`src/bdsd_pkg.sv`:
```
package bdsd_pkg;

  localparam int unsigned DateW  = 24;
  localparam int unsigned SpanW  = 16;
  localparam int unsigned MonthW = 4;
  localparam int unsigned YearW  = 7;
  localparam int unsigned DayW   = 7;
  localparam int unsigned MdayW  = 9;

  localparam logic [SpanW-1:0] DaysPerYear = 16'd365;

  // one date after bcd decode
  typedef struct packed {
    logic              ok;
    logic [YearW-1:0]  year;
    logic [MonthW-1:0] month;
    logic [DayW-1:0]   day;
  } date_fields_t;

  function automatic logic bcd_byte_ok(input logic [7:0] b);
    return (b[7:4] <= 4'd9) && (b[3:0] <= 4'd9);
  endfunction

  function automatic logic [7:0] bcd_byte_value(input logic [7:0] b);
    logic [7:0] tens;
    tens = {4'd0, b[7:4]};
    return (tens << 3) + (tens << 1) + {4'd0, b[3:0]};
  endfunction

  function automatic date_fields_t decode_date(input logic [DateW-1:0] date);
    date_fields_t f;
    logic [7:0]   yv;
    logic [7:0]   mv;
    logic [7:0]   dv;
    yv      = bcd_byte_value(date[23:16]);
    mv      = bcd_byte_value(date[15:8]);
    dv      = bcd_byte_value(date[7:0]);
    f.ok    = bcd_byte_ok(date[23:16]) && bcd_byte_ok(date[15:8]) &&
              bcd_byte_ok(date[7:0]) && (mv >= 8'd1) && (mv <= 8'd12) &&
              (dv != 8'd0);
    f.year  = yv[YearW-1:0];
    f.month = mv[MonthW-1:0];
    f.day   = dv[DayW-1:0];
    return f;
  endfunction

  // days before the first of each month, common year
  function automatic logic [MdayW-1:0] days_before_month(input logic [MonthW-1:0] m);
    case (m)
      4'd1:    return 9'd0;
      4'd2:    return 9'd31;
      4'd3:    return 9'd59;
      4'd4:    return 9'd90;
      4'd5:    return 9'd120;
      4'd6:    return 9'd151;
      4'd7:    return 9'd181;
      4'd8:    return 9'd212;
      4'd9:    return 9'd243;
      4'd10:   return 9'd273;
      4'd11:   return 9'd304;
      4'd12:   return 9'd334;
      default: return 9'd0;
    endcase
  endfunction

endpackage

```
`src/bcd_date_span_days_core.sv`:
```
// throughput: one date pair per cycle; a stalled output holds the whole pipe
// stages: bcd decode, year/month partial counts, day counts, difference
// reset: rst_n synchronous active low clears the stage valid bits only
module bcd_date_span_days_core (
  input  logic        clk,
  input  logic        rst_n,
  input  logic        in_tvalid,
  output logic        in_tready,
  input  logic [47:0] in_tdata,   // [23:0] start_date, [47:24] stop_date
  output logic        out_tvalid,
  input  logic        out_tready,
  output logic [15:0] out_tdata,  // [15:0] span_days
  output logic        out_tuser   // [0] date_error
);

  // whole pipe advances together whenever the output slot is free or drains
  logic en;
  assign en        = !out_tvalid || out_tready;
  assign in_tready = en;

  // stage valid bits
  logic v1_r, v2_r, v3_r, v4_r;

  // stage 1: decoded dates and raw order compare
  bdsd_pkg::date_fields_t b1_r, e1_r;
  logic                   lt1_r;

  // stage 2: year part and in-year part of each count
  logic [bdsd_pkg::SpanW-1:0] by2_r, ey2_r;
  logic [bdsd_pkg::MdayW-1:0] bm2_r, em2_r;
  logic                       ok2_r, lt2_r;

  // stage 3: full day counts
  logic [bdsd_pkg::SpanW-1:0] bd3_r, ed3_r;
  logic                       ok3_r, lt3_r;

  // stage 4: output register
  logic [bdsd_pkg::SpanW-1:0] span4_r;
  logic                       err4_r;

  // year part: y*365 plus leap years before it (every fourth within 2000..2099)
  function automatic logic [bdsd_pkg::SpanW-1:0] year_days(
      input logic [bdsd_pkg::YearW-1:0] y);
    logic [bdsd_pkg::SpanW-1:0] yw;
    logic [bdsd_pkg::SpanW-1:0] leaps;
    yw    = {{(bdsd_pkg::SpanW - bdsd_pkg::YearW){1'b0}}, y};
    leaps = (yw + 16'd3) >> 2;
    return yw * bdsd_pkg::DaysPerYear + leaps;
  endfunction

  // in-year part: month offset, leap february, day - 1
  function automatic logic [bdsd_pkg::MdayW-1:0] month_days(
      input bdsd_pkg::date_fields_t f);
    logic leap_adj;
    leap_adj = (f.year[1:0] == 2'd0) && (f.month > 4'd2);
    return bdsd_pkg::days_before_month(f.month) + {8'd0, leap_adj} +
           {2'd0, f.day} - 9'd1;
  endfunction

  always_ff @(posedge clk) begin
    if (!rst_n) begin
      v1_r <= 1'b0;
      v2_r <= 1'b0;
      v3_r <= 1'b0;
      v4_r <= 1'b0;
    end else if (en) begin
      v1_r <= in_tvalid;
      v2_r <= v1_r;
      v3_r <= v2_r;
      v4_r <= v3_r;
    end
  end

  always_ff @(posedge clk) begin
    if (en) begin
      // stage 1
      b1_r  <= bdsd_pkg::decode_date(in_tdata[23:0]);
      e1_r  <= bdsd_pkg::decode_date(in_tdata[47:24]);
      lt1_r <= in_tdata[23:0] < in_tdata[47:24];
      // stage 2
      by2_r <= year_days(b1_r.year);
      ey2_r <= year_days(e1_r.year);
      bm2_r <= month_days(b1_r);
      em2_r <= month_days(e1_r);
      ok2_r <= b1_r.ok && e1_r.ok;
      lt2_r <= lt1_r;
      // stage 3
      bd3_r <= by2_r + {{(bdsd_pkg::SpanW - bdsd_pkg::MdayW){1'b0}}, bm2_r};
      ed3_r <= ey2_r + {{(bdsd_pkg::SpanW - bdsd_pkg::MdayW){1'b0}}, em2_r};
      ok3_r <= ok2_r;
      lt3_r <= lt2_r;
      // stage 4: zero span unless both dates good and begin strictly earlier
      span4_r <= (ok3_r && lt3_r && (ed3_r > bd3_r)) ? (ed3_r - bd3_r) :
                 {bdsd_pkg::SpanW{1'b0}};
      err4_r  <= !ok3_r;
    end
  end

  assign out_tvalid = v4_r;
  assign out_tdata  = span4_r;
  assign out_tuser  = err4_r;

endmodule

```
`config.mk`:
```
export PLATFORM = sky130hd
export DESIGN_NAME = bcd_date_span_days_core
export DESIGN_NICKNAME = d
export VERILOG_FILES = /design/src/bdsd_pkg.sv /design/src/bcd_date_span_days_core.sv
export SDC_FILE = /design/constraint.sdc
export NUM_CORES = 1
export LEC_CHECK = 0
export BUFFER_PORTS_ARGS = -buffer_cell sky130_fd_sc_hd__buf_4
export CAP_MARGIN = 10
export CORE_MARGIN = 2
export CORE_UTILIZATION = 40
export DETAILED_ROUTE_END_ITERATION = 10
export PLACE_DENSITY = 0.54
export SYNTH_ARGS = -nofsm -noshare
export SYNTH_HDL_FRONTEND = slang
export SYNTH_SLANG_ARGS = --single-unit
```
`constraint.sdc`:
```
create_clock -name clk -period 4.4 [get_ports clk]
set_clock_uncertainty 0.1 [all_clocks]
set_input_delay 0.22 -clock clk [delete_from_list [all_inputs] [get_ports clk]]
set_output_delay 0.22 -clock clk [all_outputs]
set_load 0.02 [all_outputs]
```
# After elaboration in Yosys (flattened, before gate mapping)
# Memories as Yosys holds them, arrays and structs flattened. A register that Yosys moved wholly into a read port is not among the register bits.
# Index checks and enable logic that the tools add are counted.
totals:
  wordCells: 106
  in_bits: 52
  n_memories: 2
  rom_bits: 288
  regBits: 146
op_classes:
  add_sub_neg: 25
  mul: 2
  muxes: 4
  n_lt_le_gt_ge: 20
  n_reduce_logical: 28
memory_table:
  columns: ["name", "depth", "width", "read_ports", "rd_ports_with_merged_regs", "write_ports", "line_no", "source"]
  rows:
  - ["(no name shown)", 16, 9, 1, 1, 0, "bdsd_pkg.sv:49", "case (m)"]
  - ["(no name shown)", 16, 9, 1, 1, 0, "bdsd_pkg.sv:49", null]
op_table:
  columns: ["cell", "n"]
  rows:
  - ["less-or-equal comparator 4 bit, second input constant", 12]
  - ["adder 16 x 6 -> 16 bit", 2]
  - ["adder 16 x 9 -> 16 bit", 2]
  - ["adder 7 x 5 -> 8 bit", 4]
  - ["adder 8 x 4 -> 8 bit", 4]
  - ["multiplier 7 x 9 -> 16 bit, second input constant", 2]
  - ["< comparator 24 bit", 1]
  - ["logical AND 1 bit", 21]
  - ["adder 9 x 1 -> 9 bit", 2]
  - ["adder 9 x 7 -> 9 bit", 2]
  - ["two-way mux 9 bit", 2]
  - ["subtractor 9 x 1 -> 9 bit, second input constant", 2]
  - ["adder 7 x 2 -> 8 bit, second input constant", 2]
  - ["greater-or-equal comparator 8 x 1 -> 1 bit, second input constant", 2]
  - ["> comparator 16 bit", 1]
  - ["less-or-equal comparator 8 x 4 -> 1 bit, second input constant", 2]
  - ["nonzero test 8 bit", 2]
  - ["subtractor 16 bit", 1]
  - ["adder 7 x 4 -> 7 bit", 2]
  - ["adder 7 x 5 -> 7 bit", 2]
  - ["> comparator 4 x 2 -> 1 bit, second input constant", 2]
  - ["two-way mux 4 bit", 2]
  - ["zero test 2 bit", 2]
  - ["zero test 1 bit", 2]
  - ["logical OR 1 bit", 1]

# Depth between registers and ports, before layout
logic_depth:
  depth_word: 7
  mapped_depth: 17
  depth_no_buf: 17

# Least setup slack after synthesis
# No wires, ideal clock.
synth_path:
  kind: "flip-flop to flip-flop"
  startpoint: "register e1_r[12] in the netlist's numbering"
  endpoint: "register ey2_r[14] in the netlist's numbering, data pin"
  n_path_buf: 0
  stages_incl_launch_ff: 17
  slack_ns: 0.032
  setup_time_ns: 0.264
  arrival_time_ns: 4.004
  cell_sequence: "edfxtp_1 -> ha_1 -> a21oi_1 -> nor2_1 -> and2_1 -> fa_1 -> inv_1 -> fa_1 -> fa_1 -> inv_1 -> ha_1 -> o21ai_0 -> o21ai_0 -> a31oi_1 -> nor2_1 -> a221oi_1 -> xnor2_1"
synth_between:
  elab_chain_len: 2
  elab_cells_between_ends: 3
  cone_classes: "2 x add/sub; 1 x mul"
synth_lines:
  columns: ["item", "line_no", "source"]
  rows:
  - ["start: declaration", "bcd_date_span_days_core.sv:25", "bdsd_pkg::date_fields_t b1_r, e1_r;"]
  - ["start signal: assignment", "bcd_date_span_days_core.sv:78", "e1_r <= bdsd_pkg::decode_date(in_tdata[47:24]);"]
  - ["multiplier 7 x 9 -> 16 bit / adder 7 x 2 -> 8 bit (equally long branches)", "bcd_date_span_days_core.sv:48, bcd_date_span_days_core.sv:47", null]
  - ["adder 16 x 6 -> 16 bit *", "bcd_date_span_days_core.sv:48", "return yw * bdsd_pkg::DaysPerYear + leaps;"]
  - ["end signal: assignment", "bcd_date_span_days_core.sv:82", "ey2_r <= year_days(e1_r.year);"]
  - ["end: declaration", "bcd_date_span_days_core.sv:29", "logic [bdsd_pkg::SpanW-1:0] by2_r, ey2_r;"]
# Mark *: on every way between the ends. The rest lies on a longest branch, timed or not.
# A chain may end at the register's enable or synchronous reset.

# Worst setup path after layout
layout_path:
  startpoint: "register b1_r[12] in the netlist's numbering"
  endpoint: "register by2_r[15] in the netlist's numbering, data pin"
layout_between:
  elab_chain_len: 2
  elab_cells_between_ends: 3
  cone_classes: "2 x add/sub; 1 x mul"
layout_lines:
  columns: ["item", "line_no", "source"]
  rows:
  - ["start: declaration", "bcd_date_span_days_core.sv:25", null]
  - ["start signal: assignment", "bcd_date_span_days_core.sv:77", "b1_r <= bdsd_pkg::decode_date(in_tdata[23:0]);"]
  - ["multiplier 7 x 9 -> 16 bit / adder 7 x 2 -> 8 bit (equally long branches)", "bcd_date_span_days_core.sv:48, bcd_date_span_days_core.sv:47", null]
  - ["adder 16 x 6 -> 16 bit *", "bcd_date_span_days_core.sv:48", null]
  - ["end signal: assignment", "bcd_date_span_days_core.sv:81", "by2_r <= year_days(b1_r.year);"]
  - ["end: declaration", "bcd_date_span_days_core.sv:29", null]
# Marked as above.

==> flow_summary.json <==
{
  "status": "finished clean",
  "synth_cell_type_count": 69,
  "dr.pass1.iters": 7,
  "hold_path_class": "in -> reg",
  "portBuffers": 70,
  "synth_top_cell_area_share_pct": 31.9,
  "dp_slack_ps": 61.2,
  "cts_root_buf": "clkbuf_16",
  "drt_iter0_markers": 387,
  "grt_pass1_vias": 9010,
  "core-area_mm2": 0.0328,
  "setup_viol": 0,
  "clk_latency_ps": 430,
  "critPathLaunchType": "flop",
  "drc": 0,
  "path_max_fanout": 4,
  "num_rows": 66,
  "grt_pass1_wl_um": 43700,
  "fillers": 3104,
  "cts_sinks": 164,
  "critPathKind": "reg -> reg",
  "avgSynthCellArea_um2": 10.5,
  "synth.ff_latch_count": 164,
  "synth-edff-count": 142,
  "nNetsFinal": 1727,
  "drtAntennaViolNets": 0,
  "cts_max_path_buffers": 2,
  "synthTopCellsByArea": "edfxtp_1 (32%), ha_1 (22%), fa_1 (8.5%)",
  "crit_required_ps": 4580,
  "cts_tree": "built",
  "diodes": 0,
  "tns_ps": 0,
  "grt_overflow_total": 0,
  "grt_start_max_net_pins": 128,
  "cts_made_buffers": 17,
  "setup_ws_ps": 174,
  "regArea_mm2": 0.00470,
  "vias_per_cell": 4.92,
  "final_cell_mix": "ha_1 (231), inv_1 (221), edfxtp_1 (142)",
  "slew_viol_final": 0,
  "mappedNetlistArea_mm2": 0.0134,
  "ys.flop_type": "edfxtp_1",
  "die_x_um": 187,
  "synth_nets": 1616,
  "wirelength_um": 26500,
  "wire_per_inst_um": 14.4,
  "dp_hpwl_um": 21400,
  "yosys_warnings": 0,
  "mostFrequentLayoutCell": "ha_1",
  "globalRouteTotalUtil_pct": 15.4,
  "worstPathArrival_ps": 4400,
  "htreeDepth": 4,
  "ys_seq_area_share_pct": 35.1,
  "start_util_pct": 40.8,
  "tightestPinTransition_ps": 911,
  "worst-r2r-setup-slack_ps": 170,
  "vias": 9044,
  "area_delta_synth_final_pct": 14.8,
  "cp-end-kind": "flop",
  "maxCapViolations": 0,
  "fmax_mhz": 237,
  "die_h_um": 187,
  "relSlewSlack_pct": 39.3,
  "synthCells": 1272,
  "post-route-period-util_pct": 96.0,
  "clk_pin_slew_ps": 70,
  "hold_viol_final": 0,
  "multi_input_area_mm2": 0.00791,
  "yosysTopAreaCell": "edfxtp_1",
  "async_flop_share_pct": 0,
  "period_needed_ps": 4230,
  "antenna_found_initial": 0,
  "io_pins": 71,
  "drive_gt1_share_pct": 12.0,
  "globalplace.congestion": 0.830,
  "dieArea_mm2": 0.0349
}
-- per-stage QoR --
stage	area, µm²	hold slack [ps]	util [%]	instances
2_1_floorplan	13400	219	-	1272
3_3_place_gp	14600	306	44.4	1792
3_5_place_dp	14600	312	44.4	1792
4_1_cts	15200	31.4	46.4	1832
5_1_grt	15400	45.6	46.9	1838
6_report	15400	44.8	46.9	1838
-- cell type report --
cell class                 instances  area share, %
timing repair buffer             100           5.10
sequential                       164           30.6
clock buffer                      17           2.77
tap                              442           3.60
multi-input combinational        877           51.5
inverter                         223           5.45
clock inverter                    15           1.02
-- synth_stat cells, types with 3 or more instances --
cell type,count
and2_1,9
a211oi_1,18
nand4_1,7
nor2b_1,10
nand2b_1,8
a2111oi_0,3
a21oi_1,58
xor2_1,30
o211ai_1,10
dfxtp_1,22
or4_1,6
xnor2_1,66
nor2_1,58
edfxtp_1,142
o31a_1,3
inv_1,221
a21o_1,23
ha_1,235
o21a_1,13
o21ai_0,81
o41a_1,4
nand3_1,20
mux2i_1,8
buf_2,3
a31oi_1,8
o31ai_1,3
nor3_1,15
nor2_2,10
nand2_1,53
fa_1,57
and3_1,6
or2_2,3
nor4_1,8
o21bai_1,7
-- worst paths after layout --
path,startpoint,to,cells after the start
worst max-delay path,b1_r[12],by2_r[15],16
worst min-delay path,in_tdata[23],b1_r[17],2
worst max register to register,b1_r[12],by2_r[15],16
worst min register to register,lt2_r,lt3_r,0
-- worst max-delay path: stages (launching register included) --
cell,delay (ps)
edfxtp_1,430
inv_1,80
ha_1,180
a21oi_2,80
nor3_1,230
fa_1,440
inv_1,70
fa_1,430
fa_1,540
inv_1,70
ha_4,290
o21ai_0,70
o21ai_0,160
a21oi_1,110
or2_2,320
a2111o_1,370
o211ai_1,90
-- kinds of logic after synthesis --
| family | share of synthesized area, % |
|---|---|
| muxes | 0.701 |
| adders and majority gates | 30.5 |
| buffers and inverters | 6.60 |
| xor gates and xnor gates | 6.28 |
| DFF | 35.1 |
| AOI/OAI and AO/OA | 12.7 |
| and+or+nand+nor | 8.13 |
-- repair_timing --
| item | CTS | global route |
|---|---|---|
| gates resized for setup | 0 | 24 |
| endpoints found under the hold margin | 10 | 0 |
| buffers inserted | 0 | 6 |
| hold buffers | 8 | 0 |
| setup endpoints to repair | 0 | 10 |
-- routing by layer --
layer  routed length (µm)  track usage [%]  vias to the layer above
met2                12500             26.1                      145
li1                     -                -                     4673
met3                  859             2.68                       31
met5                    0                0                        -
met4                  512             4.76                        0
met1                12600             20.2                     4195
Power is left out: the tool's default activity adds up to more than one toggle a clock period on the data nets, which glitch-free logic cannot reach.
